### src/ettv_pkg.sv
// shared constants, types and calibration table for the echo time to tank volume block
package ettv_pkg;

    // field widths
    localparam int ECHO_W    = 16;
    localparam int SUM_W     = 19;
    localparam int CNT_W     = 3;
    localparam int TANK_W    = 10;
    localparam int LIT_W     = 11;
    localparam int GALW_W    = 9;
    localparam int TENTH_W   = 4;
    localparam int PCT_W     = 7;

    // averaging
    localparam int AVG_SAMPLES  = 5;
    localparam int RECIP_SHIFT  = 22;
    localparam int RECIP_W      = 23;
    localparam int AVG_RECIP    = (2 ** RECIP_SHIFT + AVG_SAMPLES - 1) / AVG_SAMPLES;
    localparam int PROD_W       = SUM_W + RECIP_W;

    // calibration table
    localparam int CAL_POINTS       = 12;
    localparam int ROM_SLOTS        = 32;
    localparam int ROM_AW           = 5;
    localparam int CAL_W            = 13;
    localparam int LITERS_PER_POINT = 100;

    // gallons
    localparam int GAL_MUL     = 541;
    localparam int GAL_MUL_W   = 10;
    localparam int GAL_SHIFT   = 6;
    localparam int GAL_FRAC_W  = 5;
    localparam int GAL_PROD_W  = LIT_W + GAL_MUL_W;
    localparam int TENTH_MUL   = 10;
    localparam int TENTH_PW    = GAL_FRAC_W + TENTH_W;

    // percent
    localparam int PCT_MUL          = 50;
    localparam int PCT_DIV          = 5;
    localparam int PCT_RECIP        = (2 ** RECIP_SHIFT + PCT_DIV - 1) / PCT_DIV;
    localparam int PCT_MAX          = 127;
    localparam int TANK_RESET       = 1000;
    localparam int TANK_RECIP       = 205;
    localparam int TANK_RECIP_W     = 8;
    localparam int TANK_RECIP_SHIFT = 11;
    localparam int TANK_PROD_W      = TANK_W + TANK_RECIP_W;
    localparam int TDIV_W           = 7;

    // shared divider
    localparam int DIVD_W    = 20;
    localparam int DIVS_W    = 13;
    localparam int DIV_CNT_W = 5;

    // state memory
    localparam int STATE_W     = SUM_W + CNT_W;
    localparam int STATE_DEPTH = 1;
    localparam int STATE_AW    = 1;

    typedef struct packed {
        logic [CNT_W-1:0] count;
        logic [SUM_W-1:0] sum;
    } state_word_t;

    typedef struct packed {
        logic              start;
        logic [DIVD_W-1:0] dividend;
        logic [DIVS_W-1:0] divisor;
    } div_req_t;

    typedef struct packed {
        logic              done;
        logic [DIVD_W-1:0] quotient;
    } div_rsp_t;

    // echo time in microseconds at each 100 liter point, descending
    localparam logic [CAL_W-1:0] CAL_ROM [ROM_SLOTS] = '{
        13'd5960, 13'd5380, 13'd4800, 13'd4240, 13'd3734, 13'd3200,
        13'd2684, 13'd2150, 13'd1612, 13'd1068, 13'd536,  13'd4,
        13'd0, 13'd0, 13'd0, 13'd0, 13'd0, 13'd0, 13'd0, 13'd0,
        13'd0, 13'd0, 13'd0, 13'd0, 13'd0, 13'd0, 13'd0, 13'd0,
        13'd0, 13'd0, 13'd0, 13'd0
    };

    function automatic logic [CAL_W-1:0] cal_point(input logic [ROM_AW-1:0] idx);
        return CAL_ROM[idx];
    endfunction

endpackage

### src/ettv_ram.sv
// generic single-port-write ram with registered read
module ettv_ram #(
    parameter int WIDTH = 8,
    parameter int DEPTH = 2,
    localparam int AW = (DEPTH > 1) ? $clog2(DEPTH) : 1
) (
    input  logic             clk,
    input  logic             we,
    input  logic [AW-1:0]    waddr,
    input  logic [WIDTH-1:0] wdata,
    input  logic [AW-1:0]    raddr,
    output logic [WIDTH-1:0] rdata
);

    logic [WIDTH-1:0] mem [DEPTH];
    logic [WIDTH-1:0] rdata_reg;

    always_ff @(posedge clk)
    begin
        if (we)
        begin
            mem[waddr] <= wdata;
        end
        rdata_reg <= mem[raddr];
    end

    assign rdata = rdata_reg;

endmodule

### src/ettv_div.sv
// restoring divider, one quotient bit per cycle
module ettv_div (
    input  logic               clk,
    input  logic               rst_n,
    input  ettv_pkg::div_req_t req,
    output ettv_pkg::div_rsp_t rsp
);

    logic                           busy_reg, busy_next;
    logic                           done_reg, done_next;
    logic [ettv_pkg::DIV_CNT_W-1:0] cnt_reg, cnt_next;
    logic [ettv_pkg::DIVD_W-1:0]    quo_reg, quo_next;
    logic [ettv_pkg::DIVS_W-1:0]    rem_reg, rem_next;
    logic [ettv_pkg::DIVS_W-1:0]    dvs_reg, dvs_next;
    logic [ettv_pkg::DIVS_W:0]      trial;
    logic [ettv_pkg::DIVS_W:0]      diff;
    logic                           ge;

    always_comb
    begin
        trial     = {rem_reg, quo_reg[ettv_pkg::DIVD_W-1]};
        diff      = trial - {1'b0, dvs_reg};
        ge        = (trial >= {1'b0, dvs_reg});
        busy_next = busy_reg;
        done_next = 1'b0;
        cnt_next  = cnt_reg;
        quo_next  = quo_reg;
        rem_next  = rem_reg;
        dvs_next  = dvs_reg;
        if (req.start)
        begin
            busy_next = 1'b1;
            cnt_next  = ettv_pkg::DIV_CNT_W'(ettv_pkg::DIVD_W - 1);
            quo_next  = req.dividend;
            rem_next  = '0;
            dvs_next  = req.divisor;
        end
        else if (busy_reg)
        begin
            rem_next = ge ? diff[ettv_pkg::DIVS_W-1:0] : trial[ettv_pkg::DIVS_W-1:0];
            quo_next = {quo_reg[ettv_pkg::DIVD_W-2:0], ge};
            cnt_next = cnt_reg - ettv_pkg::DIV_CNT_W'(1);
            if (cnt_reg == '0)
            begin
                busy_next = 1'b0;
                done_next = 1'b1;
            end
        end
    end

    always_ff @(posedge clk or negedge rst_n)
    begin
        if (!rst_n)
        begin
            busy_reg <= 1'b0;
            done_reg <= 1'b0;
            cnt_reg  <= '0;
        end
        else
        begin
            busy_reg <= busy_next;
            done_reg <= done_next;
            cnt_reg  <= cnt_next;
        end
    end

    always_ff @(posedge clk)
    begin
        quo_reg <= quo_next;
        rem_reg <= rem_next;
        dvs_reg <= dvs_next;
    end

    assign rsp.done     = done_reg;
    assign rsp.quotient = quo_reg;

endmodule

### src/echo_time_to_tank_volume.sv
// top level: echo averaging, calibration table walk, liters, gallons and percent full
//
// Echo time to tank volume. Each accepted item is one echo slot (echo_valid,
// echo_time in microseconds). Items with echo_valid low are taken and change
// nothing. A valid echo is added to a running sum and count that live in a
// one-entry state ram (read, modify, write back). Every fifth valid echo
// closes the batch: the sum is divided by five with a reciprocal multiply,
// the mean is walked down the 12-point calibration table one point per cycle,
// and the position inside the segment is found with a shared restoring
// divider (20 quotient bits). The same divider then forms liters*50 over
// tank_capacity/10 for percent full, which saturates at 127. Gallons come
// from liters*541>>6 with five fraction bits, reported as whole gallons and
// a tenths digit. echo_sum reports the batch sum.
// After reset the block clears the state ram and holds in_stall high
// meanwhile. Results sit in an output register, so the next item is taken
// while a result waits. tank_capacity is written through the cfg channel,
// always ready, and is meant to change only while the block is idle.
module echo_time_to_tank_volume (
    input  logic                           clk,
    input  logic                           rst_n,
    // input items
    input  logic                           in_valid,
    output logic                           in_stall,
    input  logic                           echo_valid,
    input  logic [ettv_pkg::ECHO_W-1:0]    echo_time,
    // result items
    output logic                           out_valid,
    input  logic                           out_stall,
    output logic [ettv_pkg::LIT_W-1:0]     liters,
    output logic [ettv_pkg::GALW_W-1:0]    gallons_whole,
    output logic [ettv_pkg::TENTH_W-1:0]   gallons_tenth,
    output logic [ettv_pkg::PCT_W-1:0]     percent_full,
    output logic [ettv_pkg::SUM_W-1:0]     echo_sum,
    // tank size register
    input  logic                           cfg_valid,
    output logic                           cfg_ready,
    input  logic [ettv_pkg::TANK_W-1:0]    tank_capacity
);

    typedef enum logic [3:0] {
        S_INIT,     // clear the state ram
        S_IDLE,     // wait for an item
        S_READ,     // state word arrives, accumulate and write back
        S_MEAN,     // sum times reciprocal of five
        S_WALK0,    // mean ready, check against the first point
        S_WALK,     // step down the table
        S_INTERP,   // start the segment division
        S_WAIT_I,   // wait for the segment fraction
        S_CONV,     // liters = whole points plus fraction
        S_GAL,      // gallons product, start percent division
        S_WAIT_P,   // wait for percent quotient, scale by one fifth
        S_OUT       // load the output register
    } state_t;

    state_t                              state_reg, state_next;
    logic [ettv_pkg::ECHO_W-1:0]         time_reg, time_next;
    logic [ettv_pkg::SUM_W-1:0]          sum_reg, sum_next;
    logic [ettv_pkg::PROD_W-1:0]         prod_reg, prod_next;
    logic [ettv_pkg::SUM_W-1:0]          mean_reg, mean_next;
    logic [ettv_pkg::ROM_AW-1:0]         idx_reg, idx_next;
    logic [ettv_pkg::LIT_W-1:0]          vol_reg, vol_next;
    logic [ettv_pkg::LIT_W-1:0]          part_reg, part_next;
    logic [ettv_pkg::LIT_W-1:0]          lit_reg, lit_next;
    logic [ettv_pkg::GAL_PROD_W-1:0]     gal_reg, gal_next;
    logic [ettv_pkg::TANK_W-1:0]         tank_reg, tank_next;
    logic                                out_valid_reg, out_valid_next;
    logic [ettv_pkg::LIT_W-1:0]          liters_reg, liters_next;
    logic [ettv_pkg::GALW_W-1:0]         galw_reg, galw_next;
    logic [ettv_pkg::TENTH_W-1:0]        tenth_reg, tenth_next;
    logic [ettv_pkg::PCT_W-1:0]          pct_reg, pct_next;
    logic [ettv_pkg::SUM_W-1:0]          esum_reg, esum_next;

    // state ram port
    logic                                ram_we;
    ettv_pkg::state_word_t               ram_wdata;
    ettv_pkg::state_word_t               ram_rdata;
    logic [ettv_pkg::STATE_W-1:0]        ram_rbits;

    // divider port
    ettv_pkg::div_req_t                  div_req;
    ettv_pkg::div_rsp_t                  div_rsp;

    // datapath helpers
    logic [ettv_pkg::SUM_W-1:0]          new_sum;
    logic [ettv_pkg::CNT_W:0]            new_cnt;
    logic [ettv_pkg::SUM_W-1:0]          mean_w;
    logic [ettv_pkg::CAL_W-1:0]          pt_cur;
    logic [ettv_pkg::CAL_W-1:0]          pt_hi;
    logic [ettv_pkg::SUM_W-1:0]          pt_cur_ext;
    logic [ettv_pkg::SUM_W-1:0]          pt_hi_ext;
    logic [ettv_pkg::SUM_W-1:0]          seg_diff;
    logic [ettv_pkg::TANK_PROD_W-1:0]    tank_prod;
    logic [ettv_pkg::TDIV_W-1:0]         tank_div;
    logic [ettv_pkg::DIVD_W-1:0]         pct_q;
    logic [ettv_pkg::TENTH_PW-1:0]       tenth_prod;
    logic                                out_free;

    assign ram_rdata = ram_rbits;

    ettv_ram #(
        .WIDTH (ettv_pkg::STATE_W),
        .DEPTH (ettv_pkg::STATE_DEPTH)
    ) u_state_ram (
        .clk   (clk),
        .we    (ram_we),
        .waddr (ettv_pkg::STATE_AW'(0)),
        .wdata (ram_wdata),
        .raddr (ettv_pkg::STATE_AW'(0)),
        .rdata (ram_rbits)
    );

    ettv_div u_div (
        .clk   (clk),
        .rst_n (rst_n),
        .req   (div_req),
        .rsp   (div_rsp)
    );

    assign in_stall  = (state_reg != S_IDLE);
    assign cfg_ready = 1'b1;

    always_comb
    begin
        // accumulate
        new_sum = ram_rdata.sum + ettv_pkg::SUM_W'(time_reg);
        new_cnt = {1'b0, ram_rdata.count} + (ettv_pkg::CNT_W + 1)'(1);

        // table points around the walk index
        mean_w     = prod_reg[ettv_pkg::RECIP_SHIFT +: ettv_pkg::SUM_W];
        pt_cur     = ettv_pkg::cal_point(idx_reg);
        pt_hi      = ettv_pkg::cal_point(idx_reg - ettv_pkg::ROM_AW'(1));
        pt_cur_ext = ettv_pkg::SUM_W'(pt_cur);
        pt_hi_ext  = ettv_pkg::SUM_W'(pt_hi);
        seg_diff   = pt_hi_ext - mean_reg;

        // tank_capacity / 10, never zero
        tank_prod = ettv_pkg::TANK_PROD_W'(tank_reg)
                  * ettv_pkg::TANK_PROD_W'(ettv_pkg::TANK_RECIP);
        tank_div  = tank_prod[ettv_pkg::TANK_RECIP_SHIFT +: ettv_pkg::TDIV_W];
        if (tank_div == '0)
        begin
            tank_div = ettv_pkg::TDIV_W'(1);
        end

        pct_q      = prod_reg[ettv_pkg::RECIP_SHIFT +: ettv_pkg::DIVD_W];
        tenth_prod = ettv_pkg::TENTH_PW'(gal_reg[ettv_pkg::GAL_SHIFT +: ettv_pkg::GAL_FRAC_W])
                   * ettv_pkg::TENTH_PW'(ettv_pkg::TENTH_MUL);
        out_free   = !out_valid_reg || !out_stall;

        state_next     = state_reg;
        time_next      = time_reg;
        sum_next       = sum_reg;
        prod_next      = prod_reg;
        mean_next      = mean_reg;
        idx_next       = idx_reg;
        vol_next       = vol_reg;
        part_next      = part_reg;
        lit_next       = lit_reg;
        gal_next       = gal_reg;
        tank_next      = tank_reg;
        out_valid_next = out_valid_reg && out_stall;
        liters_next    = liters_reg;
        galw_next      = galw_reg;
        tenth_next     = tenth_reg;
        pct_next       = pct_reg;
        esum_next      = esum_reg;
        ram_we         = 1'b0;
        ram_wdata      = '0;
        div_req        = '0;

        if (cfg_valid && cfg_ready)
        begin
            tank_next = tank_capacity;
        end

        case (state_reg)
            S_INIT:
            begin
                ram_we     = 1'b1;
                state_next = S_IDLE;
            end
            S_IDLE:
            begin
                // the ram reads its one entry every cycle
                if (in_valid && echo_valid)
                begin
                    time_next  = echo_time;
                    state_next = S_READ;
                end
            end
            S_READ:
            begin
                ram_we = 1'b1;
                if (new_cnt >= (ettv_pkg::CNT_W + 1)'(ettv_pkg::AVG_SAMPLES))
                begin
                    // batch complete, clear the stored state
                    sum_next   = new_sum;
                    state_next = S_MEAN;
                end
                else
                begin
                    ram_wdata.sum   = new_sum;
                    ram_wdata.count = new_cnt[ettv_pkg::CNT_W-1:0];
                    state_next      = S_IDLE;
                end
            end
            S_MEAN:
            begin
                prod_next  = ettv_pkg::PROD_W'(sum_reg)
                           * ettv_pkg::PROD_W'(ettv_pkg::AVG_RECIP);
                state_next = S_WALK0;
            end
            S_WALK0:
            begin
                mean_next = mean_w;
                idx_next  = ettv_pkg::ROM_AW'(1);
                vol_next  = '0;
                part_next = '0;
                if (mean_w >= ettv_pkg::SUM_W'(ettv_pkg::cal_point(ettv_pkg::ROM_AW'(0))))
                begin
                    // at or above the top point: empty tank
                    state_next = S_CONV;
                end
                else
                begin
                    state_next = S_WALK;
                end
            end
            S_WALK:
            begin
                // stop at the last segment, it is extended below its end
                if (idx_reg < ettv_pkg::ROM_AW'(ettv_pkg::CAL_POINTS - 1)
                    && pt_cur_ext > mean_reg)
                begin
                    vol_next = vol_reg + ettv_pkg::LIT_W'(ettv_pkg::LITERS_PER_POINT);
                    idx_next = idx_reg + ettv_pkg::ROM_AW'(1);
                end
                else
                begin
                    state_next = S_INTERP;
                end
            end
            S_INTERP:
            begin
                if (pt_hi > pt_cur && pt_hi_ext > mean_reg)
                begin
                    div_req.start    = 1'b1;
                    div_req.dividend = ettv_pkg::DIVD_W'(seg_diff[ettv_pkg::CAL_W-1:0])
                                     * ettv_pkg::DIVD_W'(ettv_pkg::LITERS_PER_POINT);
                    div_req.divisor  = pt_hi - pt_cur;
                    state_next       = S_WAIT_I;
                end
                else
                begin
                    // flat segment or mean on the upper point
                    part_next  = '0;
                    state_next = S_CONV;
                end
            end
            S_WAIT_I:
            begin
                if (div_rsp.done)
                begin
                    part_next  = div_rsp.quotient[ettv_pkg::LIT_W-1:0];
                    state_next = S_CONV;
                end
            end
            S_CONV:
            begin
                lit_next   = vol_reg + part_reg;
                state_next = S_GAL;
            end
            S_GAL:
            begin
                gal_next         = ettv_pkg::GAL_PROD_W'(lit_reg)
                                 * ettv_pkg::GAL_PROD_W'(ettv_pkg::GAL_MUL);
                div_req.start    = 1'b1;
                div_req.dividend = ettv_pkg::DIVD_W'(lit_reg)
                                 * ettv_pkg::DIVD_W'(ettv_pkg::PCT_MUL);
                div_req.divisor  = ettv_pkg::DIVS_W'(tank_div);
                state_next       = S_WAIT_P;
            end
            S_WAIT_P:
            begin
                if (div_rsp.done)
                begin
                    prod_next  = ettv_pkg::PROD_W'(div_rsp.quotient)
                               * ettv_pkg::PROD_W'(ettv_pkg::PCT_RECIP);
                    state_next = S_OUT;
                end
            end
            S_OUT:
            begin
                if (out_free)
                begin
                    out_valid_next = 1'b1;
                    liters_next    = lit_reg;
                    galw_next      = gal_reg[ettv_pkg::GAL_SHIFT + ettv_pkg::GAL_FRAC_W
                                             +: ettv_pkg::GALW_W];
                    tenth_next     = tenth_prod[ettv_pkg::GAL_FRAC_W +: ettv_pkg::TENTH_W];
                    if (pct_q > ettv_pkg::DIVD_W'(ettv_pkg::PCT_MAX))
                    begin
                        pct_next = ettv_pkg::PCT_W'(ettv_pkg::PCT_MAX);
                    end
                    else
                    begin
                        pct_next = pct_q[ettv_pkg::PCT_W-1:0];
                    end
                    esum_next      = sum_reg;
                    state_next     = S_IDLE;
                end
            end
            default:
            begin
                state_next = S_INIT;
            end
        endcase
    end

    always_ff @(posedge clk or negedge rst_n)
    begin
        if (!rst_n)
        begin
            state_reg     <= S_INIT;
            time_reg      <= '0;
            sum_reg       <= '0;
            prod_reg      <= '0;
            mean_reg      <= '0;
            idx_reg       <= '0;
            vol_reg       <= '0;
            part_reg      <= '0;
            lit_reg       <= '0;
            gal_reg       <= '0;
            tank_reg      <= ettv_pkg::TANK_W'(ettv_pkg::TANK_RESET);
            out_valid_reg <= 1'b0;
            liters_reg    <= '0;
            galw_reg      <= '0;
            tenth_reg     <= '0;
            pct_reg       <= '0;
            esum_reg      <= '0;
        end
        else
        begin
            state_reg     <= state_next;
            time_reg      <= time_next;
            sum_reg       <= sum_next;
            prod_reg      <= prod_next;
            mean_reg      <= mean_next;
            idx_reg       <= idx_next;
            vol_reg       <= vol_next;
            part_reg      <= part_next;
            lit_reg       <= lit_next;
            gal_reg       <= gal_next;
            tank_reg      <= tank_next;
            out_valid_reg <= out_valid_next;
            liters_reg    <= liters_next;
            galw_reg      <= galw_next;
            tenth_reg     <= tenth_next;
            pct_reg       <= pct_next;
            esum_reg      <= esum_next;
        end
    end

    assign out_valid     = out_valid_reg;
    assign liters        = liters_reg;
    assign gallons_whole = galw_reg;
    assign gallons_tenth = tenth_reg;
    assign percent_full  = pct_reg;
    assign echo_sum      = esum_reg;

endmodule

### config.mk
export PLATFORM = sky130hd
export DESIGN_NAME = echo_time_to_tank_volume
export DESIGN_NICKNAME = d
export VERILOG_FILES = /design/src/ettv_pkg.sv /design/src/ettv_ram.sv /design/src/ettv_div.sv /design/src/echo_time_to_tank_volume.sv
export SDC_FILE = /design/constraint.sdc
export NUM_CORES = 2
export LEC_CHECK = 0
export ABC_AREA = 1
export BUFFER_PORTS_ARGS = -buffer_cell sky130_fd_sc_hd__buf_2
export CAP_MARGIN = 20
export CELL_PAD_IN_SITES_DETAIL_PLACEMENT = 1
export CELL_PAD_IN_SITES_GLOBAL_PLACEMENT = 1
export CORE_MARGIN = 5
export CORE_UTILIZATION = 54
export DETAILED_ROUTE_END_ITERATION = 16
export GPL_TIMING_DRIVEN = 1
export PLACE_DENSITY_LB_ADDON = 0.1
export RECOVER_POWER = 50
export REMOVE_ABC_BUFFERS = 1
export SLEW_MARGIN = 20
export SYNTH_ARGS = -nofsm -noshare
export SYNTH_HDL_FRONTEND = slang
export SYNTH_HIERARCHICAL = 1
export SYNTH_SLANG_ARGS = --single-unit
### constraint.sdc
create_clock -name clk -period 13.4 [get_ports clk]
set_input_delay 0.67 -clock clk [delete_from_list [all_inputs] [get_ports clk]]
set_output_delay 0.67 -clock clk [all_outputs]
set_load 0.005 [all_outputs]
==> reports/results.ini <==
[run_status]
status = finished, violations left
violations = capacitance limit, slew limit

[timing]
relSlewSlack = -2.63
finalCritPeriodShare = 0.520
period_minus_slack_ns = 6.97
worst_pin_slew_ns = 5.45
timing.fmax_mhz = 143
tns_ns = 0
setup_viol = 0
hold_violations = 0
rsz0062_at_grt = false
skew_ns = 0.0137
slew_violations = 161

[global_routing]
grt_pass1_vias = 31800
grt_max_degree = 91
grt_pass1_wl_um = 173000
grt_use_total = 0.324
antenna_found_initial = 4
gr-total-overflow = 0

[critical_path]
crit_type = reg2reg
crit_top_cell = inv_1
r2r_cells = 32
crit_fanout = 11
cp.required_ns = 13.72
start_kind = flip-flop
worstSetupEndpointType = flip-flop
r2r_start = idx_reg[0]$_DFFE_PN0P_
reg2reg_setup_slack_ns = 6.43
crit_arrival_ns = 7.29
critical-path-max-stage-delay_ns = 0.53
rr_endpoint = u_div/quo_reg[17]$_DFFE_PP_
cpMaxStageDelayCell = dfrtp_1

[pwr]
finalPower_uw = 2290
p_sw_frac = 0.304
p_switching_uw = 696
clockPowerShare = 0.434
comb_power_share = 0.181
ir_worst_vdd_mv = 0.113
power_density_mw_per_mm2 = 62.6
seqPwrFrac = 0.385
p_leak_uw = 0.0202
intPower_uw = 1600

[cells_and_area]
final_common_cell = inv_1
final_layout_size_suffix_gt1_frac = 0.0483
utilization = 0.582
syn_to_final_growth_pct = 7.10
finalNetCount = 5181
mostFrequentLayoutCells = 903 x inv_1, 779 x nand2_1, 601 x ha_1

[detailed_routing]
ant_nets = 0
drc_errors = 0
wirelength_um = 110000
vias = 28500
routedWlPerCell_um = 21.4
dr.first_iter.drc_count = 1582
viasPerCell = 5.55
first_pass_iters = 5

[clock_network]
post_cts_resized = 0
clockBufferDepth = 3
numClockSinks = 283
worstSkewPairLatency_ns = 0.57
htreeDepth = 2
cts_hold_buf = 0
cts_made_buffers = 36
clock-root-buffer = clkbuf_16
cts_tree = done
clkTransAtPathRegs_ns = 0.06
post_cts_buffers = 0

[floorplan]
die_w_um = 262
io_pins = 85
die-area_sq_mm = 0.0685
core_region_area_sq_mm = 0.0630
die_y_um = 262
core.rowCount = 92
start_util = 0.543

[min_path]
min_path_type = reg2reg
hold_path_end = u_state_ram/rdata[5]$_DFF_P_
hold_path_depth = 0
min-delay-start = u_state_ram/mem[0][5]$_DFFE_PP_

[synthesis]
synth-seq-cells = 283
syn_inst = 4178
synth_edf_count = 55
synth_top_flop_cell = dfrtp_1
yosys-top-cells-area = ha_1 22%, fa_1 17%, dfrtp_1 14%, inv_1 9.9%, nand2_1 8.5%
ys_async_sr_fraction = 0.682
syn_area_per_cell_sq_um = 8.19
yosysTopAreaCell = ha_1
synth_cell_type_count = 68
synth_area_sq_mm = 0.0342
yosysWarningCount = 6
yosysSeqAreaShare = 0.210
synth_top_area_share = 0.220

[placed_design]
io_buffers = 83
gp_congestion = 0.955
hpwlAfterDp_um = 91600

[flow_run]
drv_cap = 3

## metal layers
| layer | share of wire | track usage | wire length [um] |
|---|---|---|---|
| met5 | 0.00010 | 0 | 11 |
| met4 | 0.057 | 0.148 | 6280 |
| met3 | 0.054 | 0.0635 | 5870 |
| met2 | 0.49 | 0.563 | 53400 |
| met1 | 0.40 | 0.388 | 44000 |
## worst max-delay path: cells and delay by family (launching register included)
family	cells	cell delay, ns
compound gates	8	1.70
xor+xnor	2	0.48
fa+ha+maj	7	2.36
buf+inv	8	0.87
flops	1	0.53
simple gates	7	0.78
## cell type report
class | instances | area, sq um
Multi-Input combinational cell | 2926 | 23300
Timing Repair Buffer | 94 | 432
Antenna cell | 3 | 7.51
Clock inverter | 18 | 186
Tap cell | 846 | 1060
Clock buffer | 48 | 997
Inverter | 916 | 3440
Sequential cell | 283 | 7190
Fill cell | 7790 | 26300
## metrics by stage
stage	instances	instance area [sq um]	hold slack [ns]	setup slack, ns
4_1_cts	5130	36700	0.150	6.44
2_1_floorplan	4125	34000	0.323	7.42
6_report	5134	36600	0.332	6.43
5_1_grt	5131	36600	0.319	5.40
3_3_place_gp	5064	35500	0.324	6.70
3_5_place_dp	5064	35500	0.328	6.53
## power groups by stage
stage | Combinational (uW) | Sequential, uW | Clock [uW]
after floorplan | 285 | 897 | 0
after detailed placement | 411 | 899 | 0
after global placement | 391 | 898 | 0
after global routing | 472 | 882 | 1050
final | 414 | 882 | 996
after CTS | 415 | 882 | 1020
## kinds of logic after synthesis
| logic type | count (synthesis) | synth area share |
|---|---|---|
| AOI/OAI and AO/OA | 577 | 0.0940 |
| DFF | 283 | 0.210 |
| and+or+nand+nor | 1338 | 0.165 |
| xor gates and xnor gates | 93 | 0.0242 |
| buffers and inverters | 969 | 0.108 |
| adders and majority gates | 892 | 0.390 |
| other | 2 | 0.000220 |
| muxes | 24 | 0.00790 |
## cell usage after synthesis, drive strengths merged (2+ instances only)
cell	count
or2	11
nand4	43
a22oi	3
a211oi	8
o221ai	3
and2	3
o21a	8
nor4	8
a21boi	7
a31o	2
xnor2	38
o21bai	16
dfrtp	187
nand3	159
o21ai	237
xor2	54
dfxtp	35
nor3b	2
buf	19
a21oi	213
conb	2
o31ai	5
clkbuf	34
edfxtp	55
clkinv	5
and3	4
nor2	269
inv	911
a21o	21
ha	601
a221oi	2
a31oi	23
nand3b	11
fa	291
nor3	34
o211ai	5
nand2	793
dfstp	6
mux2	24
o22ai	18
## worst max-delay path by stage
stage                                       from                           to  slack, ns
after global routing                       rst_n      part_reg[9]$_DFFE_PN0P_       5.40
after detailed placement  idx_reg[0]$_DFFE_PN0P_  u_div/quo_reg[18]$_DFFE_PP_       6.53
final                     idx_reg[0]$_DFFE_PN0P_  u_div/quo_reg[17]$_DFFE_PP_       6.43
after global placement    idx_reg[0]$_DFFE_PN0P_  u_div/quo_reg[18]$_DFFE_PP_       6.70
after CTS                 idx_reg[0]$_DFFE_PN0P_  u_div/quo_reg[17]$_DFFE_PP_       6.44
after floorplan           idx_reg[0]$_DFFE_PN0P_  u_div/quo_reg[18]$_DFFE_PP_       7.42
Power figures use the tool's default switching activity.
